File: src/hdl/mrfc_pkg.sv
// ---------------------------------------------------------------------------
// mrfc_pkg: shared types and constants
// Beat types, status codes, function codes and the CRC-16/Modbus byte update
// used by the response frame checker.
// ---------------------------------------------------------------------------
`default_nettype none

package mrfc_pkg;

   localparam int COUNT_BITS_DEFAULT = 9;
   localparam int EXP_BITS           = 9;

   localparam logic [15:0] CRC_POLY = 16'hA001;
   localparam logic [15:0] CRC_SEED = 16'hFFFF;

   localparam logic [7:0] FC_READ     = 8'h03;
   localparam logic [7:0] FC_WRITE1   = 8'h06;
   localparam logic [7:0] FC_WRITEN   = 8'h10;
   localparam logic [7:0] FC_READ_EXC = 8'h83;

   localparam logic [7:0] SLAVE_ADDRESS_RESET = 8'h01;

   localparam logic [EXP_BITS-1:0] LEN_MIN       = EXP_BITS'(5);
   localparam logic [EXP_BITS-1:0] LEN_WRITE     = EXP_BITS'(8);
   localparam logic [EXP_BITS-1:0] LEN_EXCEPTION = EXP_BITS'(5);
   localparam logic [EXP_BITS-1:0] LEN_READ_BASE = EXP_BITS'(5);

   typedef enum logic [2:0] {
      STATUS_VALID       = 3'd0,
      STATUS_TOO_SHORT   = 3'd1,
      STATUS_BAD_ADDRESS = 3'd2,
      STATUS_UNKNOWN_FC  = 3'd3,
      STATUS_MISSING     = 3'd4,
      STATUS_CRC_ERROR   = 3'd5
   } status_type;

   typedef struct packed {
      logic [7:0] rx_byte;
      logic       last_byte;
   } req_beat_type;

   typedef struct packed {
      status_type status;
      logic       extra_bytes;
      logic [7:0] function_code;
   } rsp_beat_type;

   // reflected crc-16, one byte folded in over eight shift steps
   function automatic logic [15:0] crc_update(input logic [15:0] crc, input logic [7:0] data);
      logic [15:0] c;
      c = crc ^ {8'h00, data};
      for (int k = 0; k < 8; k++) begin
         if (c[0]) begin
            c = (c >> 1) ^ CRC_POLY;
         end else begin
            c = c >> 1;
         end
      end
      return c;
   endfunction

endpackage

`default_nettype wire

File: src/hdl/mrfc_frame_track.sv
// ---------------------------------------------------------------------------
// mrfc_frame_track: per-frame state and verdict
// Latches address, function and crc bytes, runs the crc and forms the
// verdict on the last byte of a frame.
// ---------------------------------------------------------------------------
`default_nettype none

module mrfc_frame_track
   import mrfc_pkg::*;
#(
   parameter int COUNT_BITS = COUNT_BITS_DEFAULT
) (
   input  wire logic         clock,
   input  wire logic         reset,
   input  wire logic         beat_accept,
   input  req_beat_type      beat_data,
   input  wire logic [7:0]   slave_address,
   output logic              result_valid,
   output rsp_beat_type      result_data
);

   localparam int EXT_BITS = COUNT_BITS + 1;

   logic [COUNT_BITS-1:0] byte_count_ff, byte_count_in;
   logic [15:0]           running_crc_ff, running_crc_in;
   logic [7:0]            first_byte_ff, first_byte_in;
   logic [7:0]            func_byte_ff, func_byte_in;
   logic [EXP_BITS-1:0]   expected_total_ff, expected_total_in;
   logic                  function_known_ff, function_known_in;
   logic [7:0]            crc_low_rx_ff, crc_low_rx_in;
   logic [7:0]            crc_high_rx_ff, crc_high_rx_in;

   logic [EXT_BITS-1:0]   idx_plus2, idx_plus1, exp_ext, count_ext;
   logic [7:0]            b;

   assign b = beat_data.rx_byte;

   always_comb begin
      byte_count_in     = byte_count_ff;
      running_crc_in    = running_crc_ff;
      first_byte_in     = first_byte_ff;
      func_byte_in      = func_byte_ff;
      expected_total_in = expected_total_ff;
      function_known_in = function_known_ff;
      crc_low_rx_in     = crc_low_rx_ff;
      crc_high_rx_in    = crc_high_rx_ff;

      // header capture and expected length
      if (byte_count_ff == '0) begin
         first_byte_in = b;
      end else if (byte_count_ff == COUNT_BITS'(1)) begin
         func_byte_in = b;
         priority if (b == FC_READ) begin
            function_known_in = 1'b1;
         end else if (b == FC_WRITE1 || b == FC_WRITEN) begin
            function_known_in = 1'b1;
            expected_total_in = LEN_WRITE;
         end else if (b == FC_READ_EXC) begin
            function_known_in = 1'b1;
            expected_total_in = LEN_EXCEPTION;
         end else begin
            function_known_in = 1'b0;
         end
      end else if (byte_count_ff == COUNT_BITS'(2) && func_byte_ff == FC_READ) begin
         expected_total_in = LEN_READ_BASE + EXP_BITS'(b);
      end

      idx_plus2 = EXT_BITS'(byte_count_ff) + EXT_BITS'(2);
      idx_plus1 = EXT_BITS'(byte_count_ff) + EXT_BITS'(1);
      exp_ext   = EXT_BITS'(expected_total_in);

      // crc over payload, then catch the two trailing crc bytes
      if (byte_count_ff < COUNT_BITS'(2)) begin
         running_crc_in = crc_update(running_crc_ff, b);
      end else if (function_known_ff) begin
         priority if (idx_plus2 < exp_ext) begin
            running_crc_in = crc_update(running_crc_ff, b);
         end else if (idx_plus2 == exp_ext) begin
            crc_low_rx_in = b;
         end else if (idx_plus1 == exp_ext) begin
            crc_high_rx_in = b;
         end else begin
            // bytes past the crc are ignored
         end
      end

      // saturating count
      if (byte_count_ff != '1) begin
         byte_count_in = byte_count_ff + COUNT_BITS'(1);
      end

      count_ext = EXT_BITS'(byte_count_in);

      result_data.function_code = func_byte_in;
      result_data.extra_bytes   = 1'b0;
      priority if (count_ext < EXT_BITS'(LEN_MIN)) begin
         result_data.status = STATUS_TOO_SHORT;
      end else if (first_byte_in != slave_address) begin
         result_data.status = STATUS_BAD_ADDRESS;
      end else if (!function_known_in) begin
         result_data.status = STATUS_UNKNOWN_FC;
      end else if (exp_ext > count_ext) begin
         result_data.status = STATUS_MISSING;
      end else begin
         result_data.status = ({crc_high_rx_in, crc_low_rx_in} == running_crc_in)
                              ? STATUS_VALID : STATUS_CRC_ERROR;
         result_data.extra_bytes = (count_ext > exp_ext);
      end
   end

   assign result_valid = beat_accept && beat_data.last_byte;

   always_ff @(posedge clock) begin
      if (reset || (beat_accept && beat_data.last_byte)) begin
         byte_count_ff     <= '0;
         running_crc_ff    <= CRC_SEED;
         first_byte_ff     <= '0;
         func_byte_ff      <= '0;
         expected_total_ff <= '0;
         function_known_ff <= 1'b0;
         crc_low_rx_ff     <= '0;
         crc_high_rx_ff    <= '0;
      end else if (beat_accept) begin
         byte_count_ff     <= byte_count_in;
         running_crc_ff    <= running_crc_in;
         first_byte_ff     <= first_byte_in;
         func_byte_ff      <= func_byte_in;
         expected_total_ff <= expected_total_in;
         function_known_ff <= function_known_in;
         crc_low_rx_ff     <= crc_low_rx_in;
         crc_high_rx_ff    <= crc_high_rx_in;
      end
   end

endmodule

`default_nettype wire

File: config.mk
export PLATFORM = sky130hd
export DESIGN_NAME = mrfc_frame_track
export DESIGN_NICKNAME = d
export VERILOG_FILES = /design/src/hdl/mrfc_pkg.sv /design/src/hdl/mrfc_frame_track.sv
export SDC_FILE = /design/constraint.sdc
export NUM_CORES = 1
export LEC_CHECK = 0
export BUFFER_PORTS_ARGS = -buffer_cell sky130_fd_sc_hd__buf_2
export CAP_MARGIN = 20
export CORE_MARGIN = 4
export CORE_UTILIZATION = 56
export CTS_CLUSTER_DIAMETER = 60
export DETAILED_ROUTE_END_ITERATION = 6
export HOLD_SLACK_MARGIN = 0.03
export PLACE_DENSITY = 0.89
export SLEW_MARGIN = 30
export SYNTH_ARGS = -nofsm -noshare
export SYNTH_HDL_FRONTEND = slang
export SYNTH_SLANG_ARGS = --single-unit
File: constraint.sdc
create_clock -name clock -period 5.7 [get_ports clock]
set_input_delay 0.57 -clock clock [delete_from_list [all_inputs] [get_ports clock]]
set_output_delay 0.57 -clock clock [all_outputs]
set_load 0.05 [all_outputs]
---- Yosys cells after proc, flatten, opt, wreduce, memory -nomap -nowiden ----
Index checks and enable logic that the tools add are counted.
W data, S select, Z words.
storage, ports and cells
  logic and storage cells ................. 129
  output and inout bits ................... 13
  input port bits ......................... 20
  register bits ........................... 67
cells by class
  equal/unequal tests ..................... 12
  add/sub/neg operators ................... 4
  multiplexer cells ....................... 79
  order comparisons ....................... 5
  reduce and logical (&&, ||, !) cells .... 5
  bitwise gates (word level) .............. 16
operator list
  operator                count
  $mux W16                46
  $mux W8                 12
  $mux W9                 7
  $not A2 Y3              15
  $eq A10 B9 Y1           2
  $gt A9 B9 Y1            2
  $eq A16 B16 Y1          1
  $eq A8 B2 Y1 const B    2
  $xor A16 B8 Y16         1
  $mux W3                 5
  $add A9 B1 Y10 const B  1
  $add A9 B2 Y10 const B  1
  $lt A10 B9 Y1           1
  $add A3 B8 Y9 const A   1
  $add A9 B1 Y9 const B   1
  $eq A9 B1 Y1 const B    1
  $eq A9 B2 Y1 const B    1
  $logic_not A9 Y1        1
  $lt A9 B2 Y1 const B    1
  $lt A9 B3 Y1 const B    1
  $mux W1                 9
  $ne A9 B9 Y1 const B    1
  $eq A8 B3 Y1 const B    1
  $eq A8 B5 Y1 const B    1
  4 further kinds         6

---- Depth between registers and ports, before layout ----
Gate-level depths: netlist (run 1).
  word-level depth ........................ 51
  depth in mapped cells ................... 22
  gate-level depth less buffers ........... 19

---- Worst setup path before layout (run 1) ----
OpenSTA, ideal clock, no wires.
  path type ............................... register to output
  start ................................... register byte_count_ff[1]
  end ..................................... output result_data[11] (netlist name)
  cell stages (with the launch flop) ...... 22
  arrival ................................. 5,406 ps
  slack ................................... -276 ps
  required time ........................... 5,130 ps
  path buffers ............................ 3
  path through ............................ dfxtp_1 inv_1 ha_1 nor4_1 nand4_1 nor2_1 a21oi_1 a221oi_1 ha_1 nand2_1 a211oi_1 o41ai_1 a32o_1 clkbuf_1 buf_2 buf_2 o21ai_0 o2111ai_1 nor3b_1 o32ai_1 nor4_2 a21oi_1
RTL lines
  what                    line                     text
  start, declared         mrfc_frame_track.sv:24   logic [COUNT_BITS-1:0] byte_count_ff, byte_count_in;
  start signal, assigned  mrfc_frame_track.sv:124  byte_count_ff <= byte_count_in;
  end, declared           mrfc_frame_track.sv:19   output rsp_beat_type result_data

==> summary.md, run 1 <==
| Metric | Value |
|---|---|
| Outcome | complete, but fails checks |
| Failing checks | setup timing |
| R2R setup slack | 1060 ps |
| Top cell type by total area after synthesis | dfxtp_1 |
| Switching part of the total power | 37.8% |
| Setup WS post-layout | -74.6 ps |
| Xor and xnor area share after synthesis | 14.3% |
| DR WL/cell | 20.7 µm |
| WHS Path Cells | 2 |
| Avg Cell Area, Syn | 7.96 µm² |
| Worst setup path start | byte_count_ff[1]$_SDFFE_PP0P_ |
| Vias in the first global route | 5159 |
| Post-detailed-route count of antenna-violating nets | 0 |
| Post-route setup TNS | -145 ps |
| Number of clock sinks | 67 |
| Post-synthesis mux area share | 9.07% |
| Number of flops mapped to enable cells by yosys | 0 |
| Worst hold path type | reg2reg |
| Max IR drop VDD | 0.205 mV |
| Total routed wirelength | 17500 µm |
| Flops & latches, synth | 67 |
| Htree depth | 3 |
| Slew margin rel. | 54.9% |
| Syn Nets | 706 |
| Critical setup path kind | reg2out |
| Max-Cap Viols | 0 |
| Initial core utilization | 57.1% |
| Simple-gate portion of the synthesized area | 26.4% |
| Power after layout | 1.56 mW |
| CTS Buf Count | 9 |
| Chip height | 105 µm |
| Overflow after GRT | 0 |
| Crit-path max FO | 11 |
| Arrival @ worst endpoint | 5200 ps |
| Largest net degree at the start of global routing | 52 |
| Antenna Cells | 0 |
| Initial DRC Count | 538 |
| Gate Count Post-Synth | 657 |
| Clk pwr share | 28.3% |
| Period minus WS final | 5770 ps |
| Cell Area, Synth | 5230 µm² |
| Req. time, crit path | 5130 ps |
| LEAKAGE | 2.70 nW |
| Share of cells above drive strength 1 | 25.3% |
| Initial DRT Pass Iterations | 6 |
| Compound-Gate Fraction of Synth Area | 13.3% |
| Clock Path Buffers | 2 |
| R2R Path Start | byte_count_ff[1]$_SDFFE_PP0P_ |
| RR Endpoint | crc_high_rx_ff[1]$_SDFFE_PP0P_ |
| Critical path endpoint | result_data[9] |
| Clk root buf | clkbuf_8 |
| CP endpoint kind | output port |
| R2R cell count | 19 |
| Synth Area in Adders | 6.94% |
| Slew Limit Fails | 0 |
| Port bufs | 32 |
| Yosys Warn Count | 0 |
| Hold_buf cts | 0 |
| Top-area cell type share of the netlist area | 25.6% |
| Via count | 5481 |
| Synth top area cells | dfxtp_1 26%, mux2i_1 8.4%, xnor2_1 8.2% |
| IO Pins | 33 |
| Int Pwr | 968 µW |
| Clk_lat worst skew | 390 ps |
| Reg power frac | 33.3% |
| Die area | 10900 µm² |
| Placeable Area | 9150 µm² |
| FILL cells | 617 |
| CP Launch Type | flop |
| Global-route wire length before repair | 25800 µm |
| Distinct cells, synth | 61 |
| Area Overhead vs Synth | 25.6% |
| CTS tree | done |
| GRT Overall Usage | 29.3% |
| Most numerous cell in the Yosys netlist | nand2_1 |
| Largest family of logic cells by synthesized area | simple AND/OR/NAND/NOR gates |
| Final worst-path cycle share | 101% |
| # DRC | 0 |
| GPL Wtd Cong | 0.982 |
| Gate power share | 38.4% |
| Seq/Total Area, Yosys | 25.6% |
| CTS clk-pin slew, worst paths | 100 ps |
| Final #Nets | 779 |
| P per Cell Area | 237 nW/µm² |
| F_max | 0.173 GHz |
| Hold Violations, Final | 0 |
| Final clock skew | 19.8 ps |
| Sw Pwr | 588 µW |
| Row cnt | 35 |
| Hpwl dp | 11400 µm |
| Worst-Margin Slew | 675 ps |
| Commonest cells in the netlist | 85 x nand2_1, 72 x nor2_1, 67 x dfxtp_1 |
| Initial antenna violation count | 0 |
| Final Util | 71.8% |
| Share of async-settable or async-resettable flops after synthesis | 0% |
| Die W | 105 µm |
| Vias per cell | 6.48 |
| # setup viols final | 2 |
| Top FF cell, synth | dfxtp_1 |
| RSZ-0062 raised after global routing | true |
==> power by group through the flow <==
stage	Combinational, mW	Clock (mW)	Sequential, mW
6_report	0.598	0.439	0.518
5_1_grt	0.639	0.460	0.520
4_1_cts	0.539	0.436	0.513
3_5_place_dp	0.491	0	0.522
3_3_place_gp	0.475	0	0.521
2_1_floorplan	0.376	0	0.518
==> layer usage <==
metal | routed length, µm | track usage (%) | vias up
met2 | 8170 | 48.7 | 381
met1 | 6400 | 33.8 | 2512
met5 | 0 | 0 | -
li1 | - | - | 2465
met4 | 1400 | 19.1 | 0
met3 | 1520 | 6.55 | 123
==> layout by cell type (no fill, tap or decap), types with 4 or more instances in the layout <==
| cell | instances |
|---|---|
| nor2b_1 | 4 |
| clkbuf_8 | 9 |
| inv_1 | 9 |
| nand2b_1 | 7 |
| nand3_1 | 32 |
| dfxtp_1 | 65 |
| o21a_1 | 8 |
| buf_12 | 4 |
| nand2_1 | 82 |
| ha_4 | 7 |
| buf_4 | 61 |
| nor2_1 | 69 |
| buf_6 | 5 |
| mux2i_4 | 5 |
| ha_1 | 22 |
| o21ai_0 | 16 |
| xor2_1 | 27 |
| nand4_1 | 16 |
| or3_1 | 5 |
| and3_1 | 5 |
| nor4_1 | 5 |
| mux2i_1 | 37 |
| a211oi_1 | 10 |
| nor3_1 | 12 |
| xnor2_1 | 49 |
| nand3b_1 | 4 |
| a21oi_2 | 5 |
| buf_2 | 30 |
| a21oi_1 | 29 |
==> flip-flops by register name, summed over array words and instances, names as in the netlist <==
| name | cells |
|---|---|
| byte_count_ff | 9 |
| expected_total_ff | 9 |
| function_known_ff | 1 |
| running_crc_ff | 16 |
| crc_low_rx_ff | 8 |
| first_byte_ff | 8 |
| crc_high_rx_ff | 8 |
| func_byte_ff | 8 |
==> worst max-delay path, cell delays in order, from the launching register on <==
cell and delay [ps]:
dfxtp_2 360, inv_4 50, ha_4 180, nor4_4 260
nand4_1 250, buf_6 220, a211oi_4 300, a31oi_4 70
ha_4 230, nand4_1 160, nor2_1 70, o41ai_2 460
a32o_2 340, buf_12 130, buf_4 110, bufbuf_16 260
mux2i_1 370, and3_1 230, o211ai_1 110, nor4_2 260
buf_4 170, o21ai_2 60, buf_6 150
==> worst min-delay path by stage <==
stage / start / slack [ps] / endpoint
after CTS: crc_low_rx_ff[3]$_SDFFE_PP0P_ / 460 / crc_low_rx_ff[3]$_SDFFE_PP0P_
after global routing: crc_low_rx_ff[3]$_SDFFE_PP0P_ / 490 / crc_low_rx_ff[3]$_SDFFE_PP0P_
after floorplan: crc_low_rx_ff[0]$_SDFFE_PP0P_ / 430 / crc_low_rx_ff[0]$_SDFFE_PP0P_
after detailed placement: crc_low_rx_ff[3]$_SDFFE_PP0P_ / 450 / crc_low_rx_ff[3]$_SDFFE_PP0P_
final: crc_low_rx_ff[3]$_SDFFE_PP0P_ / 470 / crc_low_rx_ff[3]$_SDFFE_PP0P_
after global placement: crc_low_rx_ff[3]$_SDFFE_PP0P_ / 440 / crc_low_rx_ff[3]$_SDFFE_PP0P_
==> kinds of logic (layout without fill, tap and decap cells) <==
kind of cell | Yosys count | after routing
AND/OR/NAND/NOR | 279 | 279
XOR/XNOR | 80 | 80
multiplexers | 47 | 47
flip-flops | 67 | 67
adder cells (fa/ha/maj) | 29 | 29
AO/OA/AOI/OAI | 103 | 103
buffers and inverters | 52 | 130
==> repair_timing <==
action                     CTS  global route
gates resized for setup     34            43
gates cloned                 2             0
setup buffers                4            10
setup endpoints to repair    2             2
pin swaps                   11            24
==> area by class of cell <==
class                      count  area [µm²]  share of cell area [%]
sequential                    67        1350                    20.5
clock buffer                   9         124                    1.89
inverter                      11        43.8                   0.667
multi-input combinational    538        4020                    61.1
timing repair buffer         103         820                    12.5
tap                          111         139                    2.11
clock inverter                 7        82.6                    1.26
==> metrics by stage <==
step                cells  hold slack, ps  setup WS [ps]  area [µm²]
floorplan             657             431           64.1        5240
global placement      814             439          -59.3        5780
detailed placement    814             448           -200        5780
CTS                   836             463           4.29        6250
global route          846             495           -335        6570
finish                846             471          -74.6        6570
Power figures use the tool's default switching activity.
==> inputs of run 2 (changes only) <==
- ABC_AREA: default -> 1
- CORE_UTILIZATION: 56 -> 58
- CTS_BUF_LIST: default -> sky130_fd_sc_hd__clkbuf_8
- PLACE_DENSITY: 0.89 -> 0.91
==> run 2 against run 1 <==
Effect of this change:
- the flow now finishes without violations
- clock power hardly changed
- setup slack better by 500 ps
- maximum frequency is 9.4% higher
- first-iteration DRC count is 30% higher
- cell count is 38% higher
- flip-flop and latch count stayed put
- sequential share of layout area is 0.28 points higher
- combinational power is 11% lower
- critical path type unchanged
==> summary.md, run 2 <==
| Metric | Value |
|---|---|
| Yosys Warn Count | 0 (unchanged) |
| Final worst-path cycle share | 92.6% (was 101%) |
| Hold Violations, Final | 0 (unchanged) |
| Setup WS post-layout | 422 ps (was -74.6 ps) |
| P per Cell Area | 232 nW/µm² (was 237 nW/µm²) |
| CTS Buf Count | 9 (unchanged) |
| CP most frequent cell | nand2_1 |
| Cell Area, Synth | 5990 µm² (was 5230 µm²) |
| Leading registers by flop count | running_crc_ff x16, byte_count_ff x9, expected_total_ff x9 (unchanged) |
| Outcome | complete, no violations (was complete, but fails checks) |
| Clock Path Buffers | 2 (unchanged) |
| Most numerous cell in the Yosys netlist | nand2_1 (unchanged) |
| Synth top area cells | dfxtp_1 22%, nand2_1 16%, inv_1 9.1% (was dfxtp_1 26%, mux2i_1 8.4%, xnor2_1 8.2%) |
| Global-route wire length before repair | 27700 µm (was 25800 µm) |
| Most flop-heavy register | running_crc_ff (unchanged) |
| Vias in the first global route | 5945 (was 5159) |
| Crit-path max FO | 12 (was 11) |
| Slew Limit Fails | 0 (unchanged) |
| IO Pins | 33 (unchanged) |
| Post-detailed-route count of antenna-violating nets | 0 (unchanged) |
| Max IR drop VDD | 0.200 mV (was 0.205 mV) |
| CP Launch Type | flop (unchanged) |
| Placeable Area | 9910 µm² (was 9150 µm²) |
| CTS tree | done (unchanged) |
| Overflow after GRT | 0 (unchanged) |
| Share of cells above drive strength 1 | 11.6% (was 25.3%) |
| Seq/Total Area, Yosys | 22.4% (was 25.6%) |
| Row cnt | 36 (was 35) |
| Post-route cell area | 6460 µm² (was 6570 µm²) |
| Slew margin rel. | 49.3% (was 54.9%) |
| Initial antenna violation count | 0 (unchanged) |
| Hpwl dp | 12500 µm (was 11400 µm) |
| Post-place setup slack | 419 ps (was -200 ps) |
| Period minus WS final | 5280 ps (was 5770 ps) |
| Most common cell after layout, fill and taps aside | nand2_1 (unchanged) |
| Clk root buf | clkbuf_8 (unchanged) |
| # setup viols final | 0 (was 2) |
| Final #Nets | 1079 (was 779) |
| Reg area | 1340 µm² (was 1350 µm²) |
| Total routed wirelength | 16800 µm (was 17500 µm) |
| Syn Nets | 1065 (was 706) |
| DR WL/cell | 14.4 µm (was 20.7 µm) |
| Arrival @ worst endpoint | 4710 ps (was 5200 ps) |
| Area Overhead vs Synth | 7.85% (was 25.6%) |
| Worst path slowest cell | dfxtp_1 (was o41ai_2) |
| Post-route setup TNS | 0 ps (was -145 ps) |
| # DRC | 0 (unchanged) |
| Reg power frac | 34.9% (was 33.3%) |
| Clk pwr share | 29.6% (was 28.3%) |
| LEAKAGE | 3.51 nW (was 2.70 nW) |
| FILL cells | 921 (was 617) |
| Commonest cells in the netlist | 262 x nand2_1, 146 x inv_1, 101 x o21ai_0 (was 85 x nand2_1, 72 x nor2_1, 67 x dfxtp_1) |
| Int Pwr | 905 µW (was 968 µW) |
| Most frequent cells in the layout | 261 x nand2_1, 144 x inv_1, 98 x o21ai_0 (was 82 x nand2_1, 69 x nor2_1, 65 x dfxtp_1) |
| Top cell type by total area after synthesis | dfxtp_1 (unchanged) |
| Critical setup path kind | reg2out (unchanged) |
| Number of flops mapped to enable cells by yosys | 0 (unchanged) |
| CP endpoint kind | output port (unchanged) |
| Max-Cap Viols | 0 (unchanged) |
| Antenna Cells | 0 (unchanged) |
| Worst hold margin | 479 ps (was 471 ps) |
| Max stage delay on crit path | 370 ps (was 460 ps) |
| Initial core utilization | 60.5% (was 57.1%) |
| Avg Cell Area, Syn | 5.90 µm² (was 7.96 µm²) |
| Initial DRC Count | 702 (was 538) |
| Gate Count Post-Synth | 1016 (was 657) |
| Chip height | 110 µm (was 105 µm) |
| Req. time, crit path | 5130 ps (about the same) |
| Number of clock sinks | 67 (unchanged) |
| Worst hold path type | reg2reg (unchanged) |
| Distinct cells, synth | 40 (was 61) |
| Switching part of the total power | 39.5% (was 37.8%) |
| Largest register FFs | 16 (unchanged) |
| Flops & latches, synth | 67 (unchanged) |
| Share of async-settable or async-resettable flops after synthesis | 0% (unchanged) |
| Power after layout | 1.50 mW (was 1.56 mW) |
| Top-area cell type share of the netlist area | 22.4% (was 25.6%) |
| Initial DRT Pass Iterations | 7 (was 6) |
| Htree depth | 3 (unchanged) |
| CTS clk-pin slew, worst paths | 80 ps (was 100 ps) |
| Placed instance area | 6180 µm² (was 5780 µm²) |
| F_max | 0.189 GHz (was 0.173 GHz) |
| Multi-input logic area | 3920 µm² (was 4020 µm²) |
| Sw Pwr | 591 µW (was 588 µW) |
| Vias per cell | 5.62 (was 6.48) |
| GPL Wtd Cong | 1.02 (was 0.982) |
| GRT Overall Usage | 28.7% (was 29.3%) |
| Clk_lat worst skew | 360 ps (was 390 ps) |
| Worst-Margin Slew | 758 ps (was 675 ps) |
| Top FF cell, synth | dfxtp_1 (unchanged) |
| Die area | 12000 µm² (was 10900 µm²) |
| Port bufs | 32 (unchanged) |
| Gate power share | 35.5% (was 38.4%) |
| Largest net degree at the start of global routing | 53 (was 52) |
| Die W | 110 µm (was 105 µm) |
| Final clock skew | 6.14 ps (was 19.8 ps) |
| Via count | 6562 (was 5481) |
==> run 2: changes by cell type after synthesis, moves of 18 or more <==
cell	before	now
nand2_1	85	262
inv_1	11	146
o21ai_0	18	101
mux2i_1	44	0
nand3_1	32	76
xnor2_1	49	13
a21oi_1	34	69
nor2_1	72	92
nand2_2	0	18
==> run 2: timing repair <==
| action | in CTS | in global routing |
|---|---|---|
| buffers inserted | 0 | 4 |
| hold buffers | 0 | 0 |
| endpoints found under the hold margin | 0 | 0 |
| setup endpoints to repair | 0 | 2 |
| resized for setup | 0 | 13 |
==> run 2: stage by stage <==
step           std cells  utilization, %
2_1_floorplan       1016               -
3_3_place_gp        1147            62.3
3_5_place_dp        1147            62.4
4_1_cts             1162            64.5
5_1_grt             1167            65.2
6_report            1167            65.2
==> run 2: area by class of cell <==
cell class | instances | area share (%)
multi-input combinational | 752 | 60.6
timing repair buffer | 42 | 3.64
inverter | 158 | 9.20
tap | 133 | 2.58
clock buffer | 9 | 1.92
clock inverter | 6 | 1.28
sequential | 67 | 20.8
==> run 2: worst paths after layout <==
path | start | end | slack (ps) | cells past startpoint
worst max-delay path | byte_count_ff[1]$_SDFFE_PP0P_ | result_data[9] | 420 | 32
worst min-delay path | running_crc_ff[14]$_SDFFE_PP1P_ | running_crc_ff[14]$_SDFFE_PP1P_ | 480 | 2
worst max register to register | byte_count_ff[0]$_SDFFE_PP0P_ | crc_high_rx_ff[0]$_SDFFE_PP0P_ | 1950 | 24
worst min register to register | running_crc_ff[14]$_SDFFE_PP1P_ | running_crc_ff[14]$_SDFFE_PP1P_ | 480 | 2
==> run 2: power by group through the flow <==
stage	sequential (mW)	combinational, mW	clock (mW)
CTS	0.521	0.507	0.444
global placement	0.531	0.492	0
detailed placement	0.532	0.503	0
global route	0.526	0.598	0.463
floorplan	0.523	0.406	0
finish	0.523	0.532	0.442
==> run 2: kinds of logic after synthesis <==
logic type	count (synthesis)	share of synthesized area, %
simple gates	499	37.5
buf+inv	198	13.0
compound gates	196	17.1
flops	67	22.4
fa+ha+maj	29	6.06
xor+xnor	27	3.95
==> run 2: per-layer routing <==
layer | share of wire, % | vias to the layer above | global-route usage [%]
li1 | - | 3259 | -
met1 | 43 | 2895 | 39.3
met2 | 44 | 344 | 44.7
met3 | 10 | 64 | 5.17
met4 | 3.1 | 0 | 11.7
met5 | 0 | - | 0
==> run 2: critical path, delay by kind of cell (launching register included) <==
family / cells / cell delay, ps
AND/OR/NAND/NOR: 25 / 2760
adder cells (fa/ha/maj): 2 / 520
buffers and inverters: 4 / 470
flip-flops: 1 / 370
AO/OA/AOI/OAI: 1 / 220
